### src/rtl/i2c_ebm_pkg.sv
// Types, constants and the command sequence table of the EEPROM byte master.
package i2c_ebm_pkg;

   typedef struct packed {
      logic       request;
      logic       cmd;
      logic [7:0] mem_addr;
      logic [7:0] write_data;
      logic       sda_in;
   } req_item_type;

   typedef struct packed {
      logic       scl_level;
      logic       sda_release;
      logic       busy_res;
      logic       done_res;
      logic [7:0] read_data;
      logic       ack_missing;
   } rsp_item_type;

   typedef struct packed {
      logic [7:0] phase_ticks;
      logic [6:0] device_address;
      logic [7:0] ack_wait_limit;
      logic [7:0] nack_wait_limit;
   } cfg_type;

   localparam int unsigned CSR_ADDR_W = 4;
   localparam int unsigned CSR_DATA_W = 32;

   localparam logic [1:0] REG_PHASE_TICKS     = 2'd0;
   localparam logic [1:0] REG_DEVICE_ADDRESS  = 2'd1;
   localparam logic [1:0] REG_ACK_WAIT_LIMIT  = 2'd2;
   localparam logic [1:0] REG_NACK_WAIT_LIMIT = 2'd3;

   localparam logic [7:0] PHASE_TICKS_RST     = 8'd7;
   localparam logic [6:0] DEVICE_ADDRESS_RST  = 7'd80;
   localparam logic [7:0] ACK_WAIT_LIMIT_RST  = 8'd200;
   localparam logic [7:0] NACK_WAIT_LIMIT_RST = 8'd100;

   localparam logic [3:0] SEQ_LEN = 4'd12;

   localparam logic CMD_WRITE = 1'b0;
   localparam logic CMD_READ  = 1'b1;

   typedef enum logic [3:0] {
      OP_END,
      OP_START,
      OP_DEVW,
      OP_ADDR,
      OP_DATA,
      OP_DEVR,
      OP_RESP,
      OP_RBYTE,
      OP_NOACK,
      OP_STOP
   } op_type;

   function automatic op_type seq_op(input logic cmd, input logic [3:0] step);
      op_type op;
      case (step)
         4'd0: op = OP_START;
         4'd1: op = OP_DEVW;
         4'd2: op = OP_RESP;
         4'd3: op = OP_ADDR;
         4'd4: op = OP_RESP;
         4'd5: op = (cmd == CMD_READ) ? OP_START : OP_DATA;
         4'd6: op = (cmd == CMD_READ) ? OP_DEVR  : OP_RESP;
         4'd7: op = (cmd == CMD_READ) ? OP_RESP  : OP_STOP;
         4'd8: op = (cmd == CMD_READ) ? OP_RBYTE : OP_END;
         4'd9: op = (cmd == CMD_READ) ? OP_NOACK : OP_END;
         4'd10: op = (cmd == CMD_READ) ? OP_STOP : OP_END;
         default: op = OP_END;
      endcase
      return op;
   endfunction

endpackage

### src/rtl/i2c_ebm_csr.sv
// Configuration register file of the EEPROM byte master with its APB-style port.
module i2c_ebm_csr (
   input  logic                               clock,
   input  logic                               reset,
   input  logic                               psel,
   input  logic                               penable,
   input  logic                               pwrite,
   input  logic [i2c_ebm_pkg::CSR_ADDR_W-1:0] paddr,
   input  logic [i2c_ebm_pkg::CSR_DATA_W-1:0] pwdata,
   output logic [i2c_ebm_pkg::CSR_DATA_W-1:0] prdata,
   output logic                               pready,
   output i2c_ebm_pkg::cfg_type               cfg
);
   import i2c_ebm_pkg::*;

   cfg_type    cfg_ff;
   cfg_type    cfg_in;
   logic       wr_en;
   logic [1:0] reg_sel;

   assign pready  = 1'b1;
   assign reg_sel = paddr[3:2];
   assign wr_en   = psel & penable & pwrite & pready;

   always_comb begin
      cfg_in = cfg_ff;
      if (wr_en) begin
         case (reg_sel)
            REG_PHASE_TICKS:     cfg_in.phase_ticks     = pwdata[7:0];
            REG_DEVICE_ADDRESS:  cfg_in.device_address  = pwdata[6:0];
            REG_ACK_WAIT_LIMIT:  cfg_in.ack_wait_limit  = pwdata[7:0];
            REG_NACK_WAIT_LIMIT: cfg_in.nack_wait_limit = pwdata[7:0];
            default: ;
         endcase
      end
   end

   always_comb begin
      case (reg_sel)
         REG_PHASE_TICKS:     prdata = {24'd0, cfg_ff.phase_ticks};
         REG_DEVICE_ADDRESS:  prdata = {25'd0, cfg_ff.device_address};
         REG_ACK_WAIT_LIMIT:  prdata = {24'd0, cfg_ff.ack_wait_limit};
         REG_NACK_WAIT_LIMIT: prdata = {24'd0, cfg_ff.nack_wait_limit};
         default:             prdata = '0;
      endcase
   end

   always_ff @(posedge clock) begin
      if (reset) begin
         cfg_ff.phase_ticks     <= PHASE_TICKS_RST;
         cfg_ff.device_address  <= DEVICE_ADDRESS_RST;
         cfg_ff.ack_wait_limit  <= ACK_WAIT_LIMIT_RST;
         cfg_ff.nack_wait_limit <= NACK_WAIT_LIMIT_RST;
      end else begin
         cfg_ff <= cfg_in;
      end
   end

   assign cfg = cfg_ff;

endmodule

### src/rtl/i2c_ebm_seq.sv
// Bus sequencer of the EEPROM byte master: advances one tick per step and forms the result.
module i2c_ebm_seq (
   input  logic                      clock,
   input  logic                      reset,
   input  logic                      step_en,
   input  i2c_ebm_pkg::req_item_type item,
   input  i2c_ebm_pkg::cfg_type      cfg,
   output i2c_ebm_pkg::rsp_item_type result
);
   import i2c_ebm_pkg::*;

   typedef enum logic [4:0] {
      PH_IDLE, PH_S1, PH_S2, PH_S3, PH_W0, PH_WHI, PH_WLO, PH_WREL,
      PH_R1, PH_RW, PH_R2, PH_P1, PH_P2, PH_P3, PH_RD0, PH_RD1,
      PH_RHI, PH_RLO, PH_N1, PH_NW, PH_N2
   } phase_type;

   phase_type  phase_ff, phase_in, enter_ph;
   logic [7:0] tick_ff, tick_in;
   logic [7:0] wait_ff, wait_in;
   logic [2:0] bit_ff, bit_in;
   logic [7:0] shift_ff, shift_in;
   logic       cmd_ff, cmd_in;
   logic [7:0] addr_ff, addr_in;
   logic [7:0] data_ff, data_in;
   logic [7:0] recv_ff, recv_in;
   logic       timeout_ff, timeout_in;
   logic       scl_ff, scl_in;
   logic       sda_ff, sda_in;
   logic [3:0] seq_ff, seq_in;
   logic       done;
   logic       go_enter;
   logic       run_op;
   op_type     op;
   logic [7:0] hold;

   assign hold = (cfg.phase_ticks == 8'd0) ? 8'd1 : cfg.phase_ticks;

   always_comb begin
      phase_in   = phase_ff;
      tick_in    = tick_ff;
      wait_in    = wait_ff;
      bit_in     = bit_ff;
      shift_in   = shift_ff;
      cmd_in     = cmd_ff;
      addr_in    = addr_ff;
      data_in    = data_ff;
      recv_in    = recv_ff;
      timeout_in = timeout_ff;
      scl_in     = scl_ff;
      sda_in     = sda_ff;
      seq_in     = seq_ff;
      done       = 1'b0;
      go_enter   = 1'b0;
      enter_ph   = PH_IDLE;
      run_op     = 1'b0;
      op         = OP_END;

      if (step_en) begin
         case (phase_ff)
            PH_IDLE: begin
               if (item.request) begin
                  cmd_in     = item.cmd;
                  addr_in    = item.mem_addr;
                  data_in    = item.write_data;
                  timeout_in = 1'b0;
                  seq_in     = 4'd0;
                  run_op     = 1'b1;
               end
            end
            PH_RW: begin
               if (item.sda_in && (wait_ff < cfg.ack_wait_limit)) begin
                  wait_in = wait_ff + 8'd1;
               end else begin
                  if (item.sda_in) begin
                     timeout_in = 1'b1;
                  end
                  go_enter = 1'b1;
                  enter_ph = PH_R2;
               end
            end
            PH_NW: begin
               if (!item.sda_in && (wait_ff < cfg.nack_wait_limit)) begin
                  wait_in = wait_ff + 8'd1;
               end else begin
                  go_enter = 1'b1;
                  enter_ph = PH_N2;
               end
            end
            default: begin
               if (tick_ff >= hold) begin
                  case (phase_ff)
                     PH_S1: begin go_enter = 1'b1; enter_ph = PH_S2; end
                     PH_S2: begin go_enter = 1'b1; enter_ph = PH_S3; end
                     PH_W0: begin go_enter = 1'b1; enter_ph = PH_WHI; end
                     PH_WHI: begin
                        shift_in = {shift_ff[6:0], 1'b0};
                        go_enter = 1'b1;
                        enter_ph = PH_WLO;
                     end
                     PH_WLO: begin
                        go_enter = 1'b1;
                        if (bit_ff == 3'd7) begin
                           enter_ph = PH_WREL;
                        end else begin
                           bit_in   = bit_ff + 3'd1;
                           enter_ph = PH_WHI;
                        end
                     end
                     PH_R1: begin go_enter = 1'b1; enter_ph = PH_RW; end
                     PH_P1: begin go_enter = 1'b1; enter_ph = PH_P2; end
                     PH_P2: begin go_enter = 1'b1; enter_ph = PH_P3; end
                     PH_RD0: begin go_enter = 1'b1; enter_ph = PH_RD1; end
                     PH_RD1: begin go_enter = 1'b1; enter_ph = PH_RHI; end
                     PH_RHI: begin
                        shift_in = {shift_ff[6:0], item.sda_in};
                        go_enter = 1'b1;
                        enter_ph = PH_RLO;
                     end
                     PH_RLO: begin
                        if (bit_ff == 3'd7) begin
                           recv_in = shift_ff;
                           seq_in  = (seq_ff < SEQ_LEN) ? seq_ff + 4'd1 : seq_ff;
                           run_op  = 1'b1;
                        end else begin
                           bit_in   = bit_ff + 3'd1;
                           go_enter = 1'b1;
                           enter_ph = PH_RHI;
                        end
                     end
                     PH_N1: begin go_enter = 1'b1; enter_ph = PH_NW; end
                     PH_S3, PH_WREL, PH_R2, PH_P3, PH_N2: begin
                        seq_in = (seq_ff < SEQ_LEN) ? seq_ff + 4'd1 : seq_ff;
                        run_op = 1'b1;
                     end
                     default: begin
                        phase_in = PH_IDLE;
                        tick_in  = 8'd0;
                        seq_in   = 4'd0;
                     end
                  endcase
               end else begin
                  tick_in = tick_ff + 8'd1;
               end
            end
         endcase
      end

      if (run_op) begin
         op = seq_op(cmd_in, seq_in);
         case (op)
            OP_START: begin go_enter = 1'b1; enter_ph = PH_S1; end
            OP_DEVW: begin
               shift_in = {cfg.device_address, 1'b0};
               bit_in   = 3'd0;
               go_enter = 1'b1;
               enter_ph = PH_W0;
            end
            OP_DEVR: begin
               shift_in = {cfg.device_address, 1'b1};
               bit_in   = 3'd0;
               go_enter = 1'b1;
               enter_ph = PH_W0;
            end
            OP_ADDR: begin
               shift_in = addr_in;
               bit_in   = 3'd0;
               go_enter = 1'b1;
               enter_ph = PH_W0;
            end
            OP_DATA: begin
               shift_in = data_in;
               bit_in   = 3'd0;
               go_enter = 1'b1;
               enter_ph = PH_W0;
            end
            OP_RESP: begin go_enter = 1'b1; enter_ph = PH_R1; end
            OP_RBYTE: begin
               shift_in = 8'd0;
               bit_in   = 3'd0;
               go_enter = 1'b1;
               enter_ph = PH_RD0;
            end
            OP_NOACK: begin go_enter = 1'b1; enter_ph = PH_N1; end
            OP_STOP: begin go_enter = 1'b1; enter_ph = PH_P1; end
            default: begin
               phase_in = PH_IDLE;
               tick_in  = 8'd0;
               seq_in   = 4'd0;
               done     = 1'b1;
            end
         endcase
      end

      if (go_enter) begin
         phase_in = enter_ph;
         tick_in  = 8'd1;
         wait_in  = 8'd0;
         case (enter_ph)
            PH_S1, PH_R1, PH_P2, PH_RHI, PH_N1: scl_in = 1'b1;
            PH_W0, PH_WLO, PH_R2, PH_RD0, PH_RLO, PH_N2: scl_in = 1'b0;
            PH_S2, PH_WREL, PH_P3, PH_RD1: sda_in = 1'b1;
            PH_S3, PH_P1: sda_in = 1'b0;
            PH_WHI: begin
               sda_in = shift_in[7];
               scl_in = 1'b1;
            end
            default: ;
         endcase
      end
   end

   always_comb begin
      result.scl_level   = scl_in;
      result.sda_release = sda_in;
      result.busy_res    = (phase_in != PH_IDLE);
      result.done_res    = done;
      result.read_data   = recv_in;
      result.ack_missing = timeout_in;
   end

   always_ff @(posedge clock) begin
      if (reset) begin
         phase_ff   <= PH_IDLE;
         tick_ff    <= 8'd0;
         wait_ff    <= 8'd0;
         bit_ff     <= 3'd0;
         shift_ff   <= 8'd0;
         cmd_ff     <= 1'b0;
         addr_ff    <= 8'd0;
         data_ff    <= 8'd0;
         recv_ff    <= 8'd0;
         timeout_ff <= 1'b0;
         scl_ff     <= 1'b1;
         sda_ff     <= 1'b1;
         seq_ff     <= 4'd0;
      end else begin
         phase_ff   <= phase_in;
         tick_ff    <= tick_in;
         wait_ff    <= wait_in;
         bit_ff     <= bit_in;
         shift_ff   <= shift_in;
         cmd_ff     <= cmd_in;
         addr_ff    <= addr_in;
         data_ff    <= data_in;
         recv_ff    <= recv_in;
         timeout_ff <= timeout_in;
         scl_ff     <= scl_in;
         sda_ff     <= sda_in;
         seq_ff     <= seq_in;
      end
   end

endmodule

### src/rtl/i2c_eeprom_byte_master_core.sv
// Top level of the I2C EEPROM byte master: input register, sequencer and result register.
// Each req transaction carries one bus tick: a start request with command, word
// address and write byte, plus the sampled SDA level. Each tick yields exactly one
// rsp transaction with the SCL and SDA drive levels, busy, a done pulse, the last
// byte read and the ack timeout flag.
// A tick is taken into the input register, advanced through the sequencer when the
// result register is free or being taken, and registered in the result register.
// One tick is accepted every cycle while rsp is not stalled; the sequencer state
// update is the single stage that sets this rate.
// While rsp_stall is high the result register holds its transaction; the input
// register still takes a tick if it is empty, after which req_stall rises until the
// result is taken.
// Reset is synchronous: both registers empty, the bus released with SCL and SDA
// high, the sequencer idle, and the configuration registers back at their defaults
// (phase ticks 7, device 80, ack limit 200, no-ack limit 100). The user must write
// configuration via the APB-style port only while idle; the block does not enforce it.
module i2c_eeprom_byte_master_core (
   input  logic                               clock,
   input  logic                               reset,
   input  logic                               req_valid,
   output logic                               req_stall,
   input  i2c_ebm_pkg::req_item_type          req_data,
   output logic                               rsp_valid,
   input  logic                               rsp_stall,
   output i2c_ebm_pkg::rsp_item_type          rsp_data,
   input  logic                               psel,
   input  logic                               penable,
   input  logic                               pwrite,
   input  logic [i2c_ebm_pkg::CSR_ADDR_W-1:0] paddr,
   input  logic [i2c_ebm_pkg::CSR_DATA_W-1:0] pwdata,
   output logic [i2c_ebm_pkg::CSR_DATA_W-1:0] prdata,
   output logic                               pready
);
   import i2c_ebm_pkg::*;

   logic         in_valid_ff, in_valid_in;
   req_item_type in_data_ff, in_data_in;
   logic         out_valid_ff, out_valid_in;
   rsp_item_type out_data_ff, out_data_in;
   logic         step_en;
   logic         in_take;
   cfg_type      cfg;
   rsp_item_type step_result;

   i2c_ebm_csr u_csr (
      .clock   (clock),
      .reset   (reset),
      .psel    (psel),
      .penable (penable),
      .pwrite  (pwrite),
      .paddr   (paddr),
      .pwdata  (pwdata),
      .prdata  (prdata),
      .pready  (pready),
      .cfg     (cfg)
   );

   i2c_ebm_seq u_seq (
      .clock   (clock),
      .reset   (reset),
      .step_en (step_en),
      .item    (in_data_ff),
      .cfg     (cfg),
      .result  (step_result)
   );

   assign step_en   = in_valid_ff & (~out_valid_ff | ~rsp_stall);
   assign req_stall = in_valid_ff & ~step_en;
   assign in_take   = req_valid & ~req_stall;

   always_comb begin
      in_valid_in = in_valid_ff;
      in_data_in  = in_data_ff;
      if (in_take) begin
         in_valid_in = 1'b1;
         in_data_in  = req_data;
      end else if (step_en) begin
         in_valid_in = 1'b0;
      end
   end

   always_comb begin
      out_valid_in = out_valid_ff;
      out_data_in  = out_data_ff;
      if (step_en) begin
         out_valid_in = 1'b1;
         out_data_in  = step_result;
      end else if (!rsp_stall) begin
         out_valid_in = 1'b0;
      end
   end

   always_ff @(posedge clock) begin
      if (reset) begin
         in_valid_ff  <= 1'b0;
         out_valid_ff <= 1'b0;
      end else begin
         in_valid_ff  <= in_valid_in;
         out_valid_ff <= out_valid_in;
      end
      in_data_ff  <= in_data_in;
      out_data_ff <= out_data_in;
   end

   assign rsp_valid = out_valid_ff;
   assign rsp_data  = out_data_ff;

endmodule

### config.mk
export PLATFORM = sky130hd
export DESIGN_NAME = i2c_eeprom_byte_master_core
export DESIGN_NICKNAME = d
export VERILOG_FILES = /design/src/rtl/i2c_ebm_pkg.sv /design/src/rtl/i2c_ebm_csr.sv /design/src/rtl/i2c_ebm_seq.sv /design/src/rtl/i2c_eeprom_byte_master_core.sv
export SDC_FILE = /design/constraint.sdc
export NUM_CORES = 1
export LEC_CHECK = 0
export ABC_AREA = 1
export BUFFER_PORTS_ARGS = -buffer_cell sky130_fd_sc_hd__buf_2
export CORE_UTILIZATION = 40
export CTS_BUF_LIST = sky130_fd_sc_hd__clkbuf_8
export DETAILED_ROUTE_END_ITERATION = 8
export HOLD_SLACK_MARGIN = 0.1
export PLACE_DENSITY = 0.67
export SLEW_MARGIN = 25
export SYNTH_ARGS = -nofsm -noshare
export SYNTH_HDL_FRONTEND = slang
export SYNTH_SLANG_ARGS = --single-unit
### constraint.sdc
create_clock -name clock -period 3.7 [get_ports clock]
set_input_delay 0.555 -clock clock [delete_from_list [all_inputs] [get_ports clock]]
set_output_delay 0.555 -clock clock [all_outputs]
set_load 0.01 [all_outputs]
==> flow_metrics.env <==
export IMPL_cts_inserted_buffers=17
export IMPL_finClkSkew_ns=0.0155
export IMPL_syn_to_final_growth_pct=14.9
export IMPL_rsz0062_at_grt="yes"
export IMPL_dr_pass1_iters=5
export IMPL_cts_tree="built"
export IMPL_drv_slew=0
export IMPL_power_density_nw_per_um2=411
export IMPL_whs_path_depth=1
export IMPL_coreArea_sq_um=17200
export IMPL_maxCapViolations=0
export IMPL_synth_seq_area_share_pct=41.4
export IMPL_synth_top_cell_by_area="dfxtp_1"
export IMPL_synth_cells=913
export IMPL_hp_class="input port to flip-flop"
export IMPL_postSynthAreaPerCell_sq_um=7.67
export IMPL_die_x_microns=134
export IMPL_die_h_microns=134
export IMPL_crit_family="simple AND/OR/NAND/NOR gates"
export IMPL_cp_max_fo=7
export IMPL_syn_area_sq_um=7000
export IMPL_avgRoutedWirePerCell_microns=13.4
export IMPL_rr_worst_depth=25
export IMPL_ys_async_sr_fraction_pct=0
export IMPL_fin_crit_ns=3.37
export IMPL_grt_pass1_wl_microns=26900
export IMPL_worstSetupStartpointType="flip-flop"
export IMPL_clockBufferDepth=2
export IMPL_hold_start="req_data[14]"
export IMPL_drtIter0Drc=291
export IMPL_fmax_mhz=297
export IMPL_grt_usage_pct=19.2
export IMPL_report_final_hold_viol_count=0
export IMPL_first_global_vias=5609
export IMPL_critPathSlowestCell="dfxtp_1"
export IMPL_crit_buf_inv=4
export IMPL_regToRegSetupSlack_ns=0.33
export IMPL_insertion_delay_ns=0.45
export IMPL_pin_count=110
export IMPL_critPathMaxStageDelay_ns=0.33
export IMPL_synth_edf_count=32
export IMPL_dpl_hpwl_microns=12600
export IMPL_gr_total_overflow=0
export IMPL_finalNonFillerCells=1231
export IMPL_min_to="in_data_ff[14]"
export IMPL_start_util_pct=40.8
export IMPL_htreeDepth=4
export IMPL_p_leak_nw=3.77
export IMPL_drive_gt1_share_pct=17.7
export IMPL_timing_rr_end="rsp_data[11]"
export IMPL_antenna_cells=0
export IMPL_finalInstanceArea_sq_um=8050
export IMPL_outcome="finished, final reports clean"
export IMPL_rows=48
export IMPL_clk_pin_slew_ns=0.07
export IMPL_whs_ns=0.291
export IMPL_yosys_warnings=0
export IMPL_drt_wl_total_microns=16500
export IMPL_synth_distinct_cells=49
export IMPL_dp_cells=1199
export IMPL_dpl_instance_area_sq_um=7560
export IMPL_worst_pin_slew_ns=0.866
export IMPL_final_common_cell="nand2_1"
export IMPL_maxSlewHeadroom_pct=42.2
export IMPL_antenna_found_initial=0
export IMPL_synth_top_flop_cell="dfxtp_1"
export IMPL_die_area_sq_um=18000
export IMPL_drcViolationCount=0
export IMPL_r2r_start="u_csr.cfg[30]"
export IMPL_synth_area_top_cells="dfxtp_1 (28%), edfxtp_1 (14%), nand2_1 (8.6%)"
export IMPL_nets=1081
export IMPL_cts_sinks=129
export IMPL_ir_worst_vdd_mv=0.268
export IMPL_final_cell_mix="nand2_1 (160), inv_1 (113), nor2_1 (99)"
export IMPL_grt_max_degree=39
export IMPL_ant_nets=0
export IMPL_criticalPathCategory="flip-flop to flip-flop"
export IMPL_fin_crit_sh_pct=91.1
export IMPL_setup_violations=0
export IMPL_crit_top_cell="nand2_1"
export IMPL_synth_top_cell_area_share_pct=27.7
export IMPL_vias_per_cell=4.87
export IMPL_crit_arrival_ns=3.68
export IMPL_cp_data_required_time_ns=4.01
export IMPL_gp_congestion=0.867
export IMPL_dr_total_vias=5993
export IMPL_end_kind="flip-flop"
export IMPL_cts_root_buf="clkbuf_8"
export IMPL_synth_seq_cells=129
export IMPL_port_buffers=58
synth_stat cells, types with 2 or more instances:
library cell,n
xnor2_1,5
a21boi_0,2
ha_1,26
nand4_1,14
nand3_1,58
nand2_2,12
nand3_2,7
inv_2,12
buf_4,28
o21ai_1,5
nor4_1,2
nand3b_1,3
nand2_4,4
nor2_2,11
o211ai_1,12
a21oi_1,56
a211oi_1,5
clkbuf_1,11
xor2_1,7
o21ai_0,61
dfxtp_1,97
a31oi_1,2
nand2_1,161
conb_1,2
nor2_1,101
edfxtp_1,32
or2_2,2
mux2i_1,16
nor2_4,6
o22ai_1,16
nor3_1,7
inv_1,112
a21o_1,2
worst reg2reg max path, cell delays in order, from the launching register on:
cell and delay, ns:
dfxtp_1 0.33, nor4_2 0.26, a41o_1 0.21, ha_1 0.14
inv_1 0.04, nand2_1 0.05, nand2_1 0.05, nand2_1 0.05
nand2_1 0.04, nand2_1 0.06, nand3_1 0.07, buf_4 0.17
o21ai_2 0.15, nand2_1 0.11, nand2_4 0.13, inv_2 0.05
nand2_2 0.09, nand2_1 0.08, nand3_1 0.07, nand2_1 0.12
o21ai_0 0.21, nand2_1 0.17, inv_1 0.17, nand4_2 0.15
or2_1 0.25, nand3_1 0.06
power breakdown:
group	leakage (nW)	switching, mW	internal, mW	total (mW)
combinational	2.45	0.290	0.137	0.427
clock	0.228	0.549	0.806	1.36
sequential	1.09	0.0313	1.50	1.53
per-stage QoR:
stage	total power [mW]	worst slack [ns]	setup TNS (ns)	util (%)
global route	3.46	-0.00267	-0.00422	46.8
CTS	3.33	0.177	0	46.6
global placement	1.98	0.199	0	44.0
finish	3.31	0.331	0	46.8
detailed placement	1.98	0.146	0	44.0
floorplan	1.87	0.311	0	-
registers in the layout, summed over array words and instances (netlist names), 4 cells and up:
signal          flops
u_seq.phase_ff      5
u_seq.seq_ff        4
u_seq.tick_ff       8
u_seq.wait_ff       8
u_csr.cfg          31
u_seq.shift_ff      8
in_data_ff         19
u_seq.recv_ff       8
rsp_data           13
u_seq.addr_ff       8
u_seq.data_ff       8
timing repair:
action	4_1_cts	5_1_grt
hold buffers	0	0
endpoints found under the setup margin	0	25
setup buffers	0	0
resized for setup	0	11
area by class of cell:
class | count | area (sq um)
inverter | 126 | 475
fill | 1727 | 9130
timing repair buffer | 79 | 448
clock buffer | 18 | 248
tap | 225 | 282
clock inverter | 14 | 194
sequential | 129 | 2900
multi-input combinational | 640 | 3500
logic make-up after synthesis:
group	Yosys count	synth area share, %
xor gates and xnor gates	12	1.50
AOI/OAI and AO/OA	168	13.6
buffers and inverters	167	10.5
muxes	17	2.45
DFF	129	41.4
and+or+nand+nor	392	25.8
adders and majority gates	26	4.64
other	2	0.107
worst max path at each step:
stage | startpoint | endpoint | slack [ns] | depth (start not counted)
6_report | u_csr.cfg[30] | rsp_data[11] | 0.33 | 25
5_1_grt | u_csr.cfg[30] | rsp_data[12] | -0.003 | 29
4_1_cts | u_csr.cfg[30] | rsp_data[12] | 0.18 | 29
3_5_place_dp | rsp_stall | rsp_data[10] | 0.15 | 18
3_3_place_gp | rsp_stall | rsp_data[10] | 0.20 | 16
2_1_floorplan | rsp_stall | rsp_data[12] | 0.31 | 23
routing by layer:
| layer | wire length (microns) | track usage [%] | vias to the layer above | share of wire (%) |
|---|---|---|---|---|
| li1 | - | - | 3150 | - |
| met1 | 7980 | 24.9 | 2707 | 48 |
| met2 | 7630 | 31.2 | 120 | 46 |
| met3 | 693 | 4.88 | 16 | 4.2 |
| met4 | 182 | 5.87 | 0 | 1.1 |
| met5 | 0 | 0 | - | 0 |
No activity file was read; power rests on OpenSTA's default activity.
